$ cat src/hdl/adlc_pkg.sv
// Shared constants, types and codes of the delay line crossfade core.
`default_nettype none

package adlc_pkg;

   // Default sizes of the delay memory and of one sample.
   localparam int DELAY_DEPTH_DEF = 16384;
   localparam int SAMPLE_BITS_DEF = 24;

   // Fixed register and counter widths.
   localparam int DLY_W     = 14;
   localparam int RAMP_W    = 17;
   localparam int POS_W     = 16;
   localparam int CSR_W     = 17;
   localparam int CSR_IDX_W = 1;
   localparam int Q16_SHIFT = 16;

   localparam logic [RAMP_W-1:0] Q16_ONE    = 17'h10000;
   localparam logic [RAMP_W-1:0] RAMP_RESET = 17'd256;
   localparam logic [POS_W-1:0]  POS_MAX    = 16'hFFFF;

   // Configuration register indexes.
   typedef enum logic [CSR_IDX_W-1:0] {
      CSR_DELAY_SAMPLES = 1'b0,
      CSR_RAMP_STEP     = 1'b1
   } csr_index_type;

   // Sequencer states.
   typedef enum logic [2:0] {
      ST_CLEAR,
      ST_IDLE,
      ST_WRITE,
      ST_RD_NEW,
      ST_RD_OLD,
      ST_MULT,
      ST_MIX
   } state_type;

   // Commands from the controller to the datapath.
   typedef struct packed {
      logic clear;
      logic accept;
      logic write;
      logic rd_new;
      logic rd_old;
      logic mult;
      logic finish;
   } cmd_type;

   // Status from the datapath to the controller.
   typedef struct packed {
      logic wp_last;
   } status_type;

endpackage

`default_nettype wire

$ cat src/hdl/adlc_ctrl.sv
// Controller: clearing sweep, per-item sequence and result handshake.
`default_nettype none

module adlc_ctrl (
   input  logic                 clock,
   input  logic                 reset,
   input  logic                 req_valid,
   output logic                 req_ready,
   output logic                 rsp_valid,
   input  logic                 rsp_ready,
   input  adlc_pkg::status_type status,
   output adlc_pkg::cmd_type    cmd
);

   adlc_pkg::state_type state_ff, state_in;
   logic                rsp_valid_ff, rsp_valid_in;
   logic                out_free;

   always_ff @(posedge clock) begin
      if (reset) begin
         state_ff     <= adlc_pkg::ST_CLEAR;
         rsp_valid_ff <= 1'b0;
      end else begin
         state_ff     <= state_in;
         rsp_valid_ff <= rsp_valid_in;
      end
   end

   // The output register is free when empty or when its transfer completes now.
   assign out_free = !rsp_valid_ff || rsp_ready;

   // Next state and commands.
   always_comb begin
      state_in  = state_ff;
      cmd       = '0;
      req_ready = 1'b0;
      case (state_ff)
         adlc_pkg::ST_CLEAR: begin
            cmd.clear = 1'b1;
            if (status.wp_last) begin
               state_in = adlc_pkg::ST_IDLE;
            end
         end
         adlc_pkg::ST_IDLE: begin
            req_ready = 1'b1;
            if (req_valid) begin
               cmd.accept = 1'b1;
               state_in   = adlc_pkg::ST_WRITE;
            end
         end
         adlc_pkg::ST_WRITE: begin
            cmd.write = 1'b1;
            state_in  = adlc_pkg::ST_RD_NEW;
         end
         adlc_pkg::ST_RD_NEW: begin
            cmd.rd_new = 1'b1;
            state_in   = adlc_pkg::ST_RD_OLD;
         end
         adlc_pkg::ST_RD_OLD: begin
            cmd.rd_old = 1'b1;
            state_in   = adlc_pkg::ST_MULT;
         end
         adlc_pkg::ST_MULT: begin
            cmd.mult = 1'b1;
            state_in = adlc_pkg::ST_MIX;
         end
         adlc_pkg::ST_MIX: begin
            if (out_free) begin
               cmd.finish = 1'b1;
               state_in   = adlc_pkg::ST_IDLE;
            end
         end
         default: begin
            state_in = adlc_pkg::ST_IDLE;
         end
      endcase
   end

   // Result valid is set as a mix lands and cleared by its transfer.
   always_comb begin
      if (cmd.finish) begin
         rsp_valid_in = 1'b1;
      end else if (rsp_ready) begin
         rsp_valid_in = 1'b0;
      end else begin
         rsp_valid_in = rsp_valid_ff;
      end
   end

   assign rsp_valid = rsp_valid_ff;

endmodule

`default_nettype wire

$ cat config.mk
export PLATFORM = sky130hd
export DESIGN_NAME = adlc_ctrl
export DESIGN_NICKNAME = d
export VERILOG_FILES = /design/src/hdl/adlc_pkg.sv /design/src/hdl/adlc_ctrl.sv
export SDC_FILE = /design/constraint.sdc
export NUM_CORES = 1
export LEC_CHECK = 0
export BUFFER_PORTS_ARGS = -buffer_cell sky130_fd_sc_hd__buf_2
export CAP_MARGIN = 20
export CORE_MARGIN = 2
export CORE_UTILIZATION = 26
export CTS_BUF_LIST = sky130_fd_sc_hd__clkbuf_16
export DETAILED_ROUTE_END_ITERATION = 7
export GPL_TIMING_DRIVEN = 0
export PLACE_DENSITY_LB_ADDON = 0.12
export SYNTH_ARGS = -nofsm -noshare
export SYNTH_HDL_FRONTEND = slang
export SYNTH_SLANG_ARGS = --single-unit
$ cat constraint.sdc
create_clock -name clock -period 2 [get_ports clock]
set_input_delay 0.1 -clock clock [delete_from_list [all_inputs] [get_ports clock]]
set_output_delay 0.1 -clock clock [all_outputs]
set_load 0.02 [all_outputs]
== Yosys cells after proc, flatten, opt, wreduce, memory -nomap -nowiden ==
Cells that the tools add are included.
Word-level totals
  register bits after elaboration: 4
  output and inout bits: 9
Operators by class
  mux-type cells: 16
  reduce and logical (&&, ||, !) cells: 5
  equal/unequal tests: 9
Operators by type and width (number)
  $pmux W3 S7: 1
  $mux W1: 12
  $eq A3 B3 Y1 const B: 3
  $mux W3: 3
  $eq A3 B2 Y1 const B: 2
  $ne A2 B2 Y1 const B: 3
  $eq A3 B1 Y1 const B: 1
  $logic_not A3 Y1: 1
  $reduce_and A3 Y1: 1
  $reduce_bool A2 Y1: 1
  $logic_not A1 Y1: 1
  $logic_or A1 B1 Y1: 1

== Logic depth before layout (Yosys ltp) ==
Gate-level depths: netlist of run 1.
  depth after elaboration: 5
  depth in mapped cells: 6
  mapped depth without buffers: 5

== Least setup slack after synthesis of run 1 ==
No wires, ideal clock.
  path kind: register -> register
  start point: register state_ff[1]
  end point: register state_ff[1]
  buffers on the path: 1
  data required time: 1914 ps
  arrival time: 1582 ps
  cell stages (with the launch flop): 7
  clock period less this slack: 1669 ps
  slack: 331 ps
  path through: dfxtp_1 buf_4 inv_1 ha_1 nor2b_1 a2111o_1 a221oi_2
On the way
  word-level cells in the longest chain between the ends: 3
  elaborated cells on any way between the ends: 12
  classes of those cells: 9 x eq/ne; 1 x mux; 2 x reduce/logical
RTL lines
  from (decl): RTL line adlc_ctrl.sv:15  | adlc_pkg::state_type state_ff, state_in;
  from (signal assigned): RTL line adlc_ctrl.sv:21  | state_ff <= adlc_pkg::ST_CLEAR;
  from (signal assigned): RTL line adlc_ctrl.sv:24  | state_ff <= state_in;
  $eq A3 B3 Y1 (tied with other cells): RTL line adlc_ctrl.sv:37  | case (state_ff)
  $ne A2 B2 Y1 (no source line)
  $reduce_and A3 Y1 (no source line)
Parallel ways exist; a longest one is shown, timed or not.
A chain may end at the register's enable or synchronous reset.

== Worst setup path in the final report of run 1 ==
Same ends and word-level chain as after synthesis.

==> impl_metrics.tcl, run 1 <==
set metrics [dict create \
    p_clk_frac 0.680 \
    drt_iter0_drc 1 \
    nNetsFinal 67 \
    drtAntennaViolNets 0 \
    whs_ns 0.103 \
    cts_setup_buffers 0 \
    startpoint_type "register" \
    p_switching_w 0.0000851 \
    die_y_um 40.6 \
    ir_drop_v 0.000652 \
    cp_max_fo 10 \
    syn-instance-count 43 \
    io_pins 14 \
    min-delay-start "reset" \
    holdBufCountCts 0 \
    firstDrtPassIters 2 \
    fmax_mhz 546 \
    regToRegStartpoint "state_ff[1]" \
    slew_headroom 0.786 \
    min_period_over_period 0.915 \
    cts-root-buf "clkbuf_16" \
    critPathKind "reg2reg" \
    timing_worst_slew_pin_value_ns 0.319 \
    crit_arrival_ns 1.96 \
    synth.distinct_cells 26 \
    p_total_w 0.000448 \
    synth_top_area_cell "dfxtp_1" \
    cts-htree-levels 1 \
    fp.dieW_um 40.6 \
    rows 13 \
    grt_pass1_vias 334 \
    switching_share 0.190 \
    status "finished clean" \
    ys_seq_elements 4 \
    synthArstFlopShare 0 \
    wl_per_cell_um 10.7 \
    p_comb_frac 0.125 \
    worstReg2RegEnd "state_ff[1]" \
    skew_ns 0.00159 \
    wirelength_um 794 \
    r2r_setup_slack_ns 0.17 \
    overflow 0 \
    grt_max_degree 11 \
    synth_edf_count 0 \
    fp.coreArea_mm2 0.00128 \
    min_to "state_ff[1]" \
    dieArea_mm2 0.00165 \
    cts_resized 0 \
    syn_area_per_cell_um2 8.12 \
    rsz0062_at_grt "no" \
    crit_required_ns 2.13 \
    reg2reg_depth 6 \
    synth_fp_nets 49 \
    drc_errors 0 \
    port_buffers 13 \
    grtUsageTotal 0.123 \
    antenna_found_initial 0 \
    pwr-share-seq 0.196 \
    p_leak_nw 0.248 \
    numCtsBuffers 3 \
    p_int_w 0.000362 \
    syn_area_um2 349 \
    grt_pass1_wl_um 1350 \
    cts.sink_count 4 \
    n_antenna_cell 0 \
    synth_common_cells "dfxtp_1 (4), nor2b_1 (4), nor3_1 (4), inv_1 (3), nand2_1 (3)" \
    layout-drive-gt1-share 0.407 \
    synth_top_area_share 0.229 \
    cts.path.max_buffers 2 \
    setup_viol 0 \
    clk_latency_ns 0.22 \
    cap_violations 0 \
    dp_hpwl_um 617 \
    hold_viol 0 \
    viasPerCell 4.78 \
    num_vias 354 \
    final.setup.tns_ns 0 \
    areaGrowthSynthToFinish_pct 45.5 \
    end_kind "register" \
    cts_tree "done" \
    path_clk_slew_ns 0.03 \
    hp-class "in2reg" \
    ys_seq_area_frac 0.229 \
    p_per_area_mw_per_mm2 881 \
    drv_slew 0 \
    synth_ff_type "dfxtp_1" \
    period_needed_ns 1.83 \
    yosysWarnings 0 \
    place.gp.congestion 0.760 \
    min_delay_path_depth 2 \
    start_util 0.272 \
    synth.area.top_cells "dfxtp_1 (23%), nor2b_1 (7.2%), nor3_1 (5.7%)" \
]
==> stage by stage <==
step | setup slack [ns] | util | cells | instance area [um2]
6_report | 0.170 | 0.395 | 74 | 508
4_1_cts | 0.178 | 0.395 | 74 | 508
2_1_floorplan | 0.331 | - | 43 | 349
5_1_grt | 0.105 | 0.395 | 74 | 508
3_3_place_gp | 0.183 | 0.337 | 71 | 433
3_5_place_dp | 0.192 | 0.337 | 71 | 433
==> critical path, stage by stage, from the launching register on <==
cell and delay (ns):
dfxtp_1 0.35, buf_4 0.17, inv_1 0.09, ha_1 0.34, nor2b_1 0.14, a2111o_1 0.41, a221oi_2 0.24
==> area by class of cell <==
type	instances	area, um2
repair buffers	13	65.1
plain buffers	4	31.3
clock buffers	3	75.1
flip-flops and latches	4	80.1
multi-input cells	32	226
inverters	3	11.3
fillers	139	777
well taps	15	18.8
==> power groups by stage <==
stage | clock network, W | registers, W | logic [W]
floorplan | 0 | 0.0000874 | 0.0000400
global placement | 0 | 0.0000890 | 0.0000561
detailed placement | 0 | 0.0000888 | 0.0000558
CTS | 0.000308 | 0.0000877 | 0.0000560
global route | 0.000313 | 0.0000884 | 0.0000616
finish | 0.000304 | 0.0000876 | 0.0000558
==> layer usage <==
| layer | vias to the layer above | GRT usage | share of wire |
|---|---|---|---|
| li1 | 191 | - | - |
| met1 | 155 | 0.161 | 0.53 |
| met2 | 8 | 0.190 | 0.42 |
| met3 | 0 | 0.0652 | 0.048 |
| met4 | 0 | 0 | 0 |
| met5 | - | 0 | 0 |
==> worst max path at each step <==
| stage | start | to | slack, ns | cells after the start |
|---|---|---|---|---|
| after floorplan | state_ff[1] | state_ff[1] | 0.33 | 6 |
| after CTS | state_ff[1] | state_ff[1] | 0.18 | 6 |
| after detailed placement | state_ff[1] | state_ff[1] | 0.19 | 6 |
| final | state_ff[1] | state_ff[1] | 0.17 | 6 |
| after global routing | state_ff[1] | state_ff[1] | 0.10 | 6 |
| after global placement | state_ff[1] | state_ff[1] | 0.18 | 6 |
==> logic make-up after synthesis <==
kind of cell / count (synthesis) / share of synthesized area
compound gates: 9 / 0.237
flops: 4 / 0.229
fa+ha+maj: 1 / 0.0358
simple gates: 22 / 0.376
buf+inv: 7 / 0.122
==> layout by cell type (no fill, tap or decap), drive strengths merged <==
cell type	netlist	final
a2111o	1	1
a2111oi	1	1
a21oi	1	1
a221oi	1	1
a311o	1	1
a31oi	1	1
and3	1	1
and3b	1	1
buf	4	17
clkbuf	0	3
dfxtp	4	4
ha	1	1
inv	3	3
nand2	3	3
nand2b	2	2
nand3	1	1
nand3b	1	1
nor2	2	2
nor2b	4	4
nor3	4	4
nor3b	2	2
o21ai	1	1
o311a	1	1
o31a	1	1
or4b	1	1
==> registers in the layout, indices dropped and copies added (netlist names) <==
name and cells:
state_ff 3, rsp_valid 1
(Power assumes the default switching activity.)
==> inputs of run 2 (changes only) <==
CORE_AREA = 2 2 39 41   (was unset)
CORE_MARGIN = unset   (was 2)
CORE_UTILIZATION = unset   (was 26)
DIE_AREA = 0 0 41 43   (was unset)
==> impl_metrics.tcl, run 2 (synthesized netlist as in run 1, its figures left out) <==
set metrics [dict create \
    areaGrowthSynthToFinish_pct 45.9 \
    die_y_um 43 \
    grt_pass1_vias 321 \
    final.setup.tns_ns 0 \
    slew_headroom 0.787 \
    cts-htree-levels 1 \
    switching_share 0.202 \
    fmax_mhz 555 \
    crit_arrival_ns 1.94 \
    p_total_w 0.000455 \
    route.met2.wl_um 379 \
    cts_tree "done" \
    pre_cts_slack_ns 0.197 \
    drc_errors 0 \
    timing_worst_slew_pin_value_ns 0.317 \
    largest-register "state_ff" \
    layout_common_cells "buf_2 (14), nor2b_1 (4), nor3_1 (4), dfxtp_1 (4)" \
    status "finished clean" \
    cts_resized 0 \
    start_util 0.252 \
    p_int_w 0.000363 \
    n_antenna_cell 0 \
    wl_met1_um 348 \
    finalNonFillerCells 75 \
    path_clk_slew_ns 0.03 \
    seqCellArea_um2 80.1 \
    p_leak_nw 0.248 \
    pwr-share-seq 0.192 \
    holdBufCountCts 0 \
    r2r_setup_slack_ns 0.20 \
    rsz0062_at_grt "no" \
    route.met3.wl_um 38 \
    critPathKind "reg2reg" \
    ir_drop_v 0.000824 \
    wl_per_cell_um 10.5 \
    p_switching_w 0.0000919 \
    clk_latency_ns 0.22 \
    numCtsBuffers 3 \
    hold_viol 0 \
    grtUsageTotal 0.113 \
    wirelength_um 788 \
    dp_hpwl_um 608 \
    grt_max_degree 11 \
    drtAntennaViolNets 0 \
    skew_ns 0.00202 \
    hp-class "in2reg" \
    cts.sink_count 4 \
    fillers 148 \
    p_clk_frac 0.685 \
    dp_cells 72 \
    cts_setup_buffers 0 \
    drt_iter0_drc 4 \
    startpoint_type "register" \
    viasPerCell 4.96 \
    drv_slew 0 \
    rows 14 \
    layout-drive-gt1-share 0.407 \
    firstDrtPassIters 4 \
    setup_slack_ns 0.197 \
    place.gp.congestion 0.691 \
    final_util 0.368 \
    setup_viol 0 \
    cp_max_fo 10 \
    p_comb_frac 0.123 \
    dieArea_mm2 0.00176 \
    io_pins 14 \
    fp.coreArea_mm2 0.00138 \
    port_buffers 13 \
    p_per_area_mw_per_mm2 893 \
    end_kind "register" \
    routed.top_layer "met4" \
    num_vias 372 \
    antenna_found_initial 0 \
    grt_pass1_wl_um 1310 \
    crit_required_ns 2.14 \
    cap_violations 0 \
    fp.dieW_um 41 \
    multi_input_area_um2 226 \
    cts.path.max_buffers 2 \
    overflow 0 \
    final_common_cell "buf_2" \
    nNetsFinal 67 \
    min_period_over_period 0.902 \
    period_needed_ns 1.80 \
    largest_reg_flops 3 \
    cts-root-buf "clkbuf_16" \
]
[run 2: worst paths after layout]
check,endpoint,depth (start not counted),from
worst max-delay path,state_ff[1],6,state_ff[1]
worst min-delay path,state_ff[1],2,reset
worst max register to register,state_ff[1],6,state_ff[1]
worst min register to register,rsp_valid,2,rsp_valid
[run 2: final cells by class]
class,instances,area share
timing repair buffer,13,0.128
buffer,4,0.0614
inverter,3,0.0221
clock buffer,3,0.147
tap,16,0.0393
multi-input combinational,32,0.445
sequential,4,0.157
[run 2: through the flow]
stage	area [um2]	hold slack, ns
final	509	0.0885
after global routing	509	0.106
after CTS	509	0.0895
after detailed placement	434	0.325
after global placement	434	0.323
after floorplan	349	0.166
[run 2: worst max-delay path, stage by stage, from the launching register on]
cell and delay, ns:
dfxtp_1 0.33, buf_4 0.17, inv_1 0.10, ha_1 0.35
nor2b_1 0.14, a2111o_1 0.40, a221oi_2 0.22
[run 2: routing by layer]
metal | up-vias | track usage
met3 | 2 | 0.0157
met2 | 12 | 0.159
met4 | 0 | 0.100
li1 | 190 | -
met1 | 168 | 0.139
met5 | - | 0
[run 2: power groups by stage]
| stage | sequential, W | clock (W) | combinational (W) |
|---|---|---|---|
| after global placement | 0.0000890 | 0 | 0.0000562 |
| after global routing | 0.0000882 | 0.000319 | 0.0000627 |
| after floorplan | 0.0000874 | 0 | 0.0000400 |
| after detailed placement | 0.0000885 | 0 | 0.0000563 |
| after CTS | 0.0000874 | 0.000319 | 0.0000564 |
| final | 0.0000875 | 0.000312 | 0.0000560 |
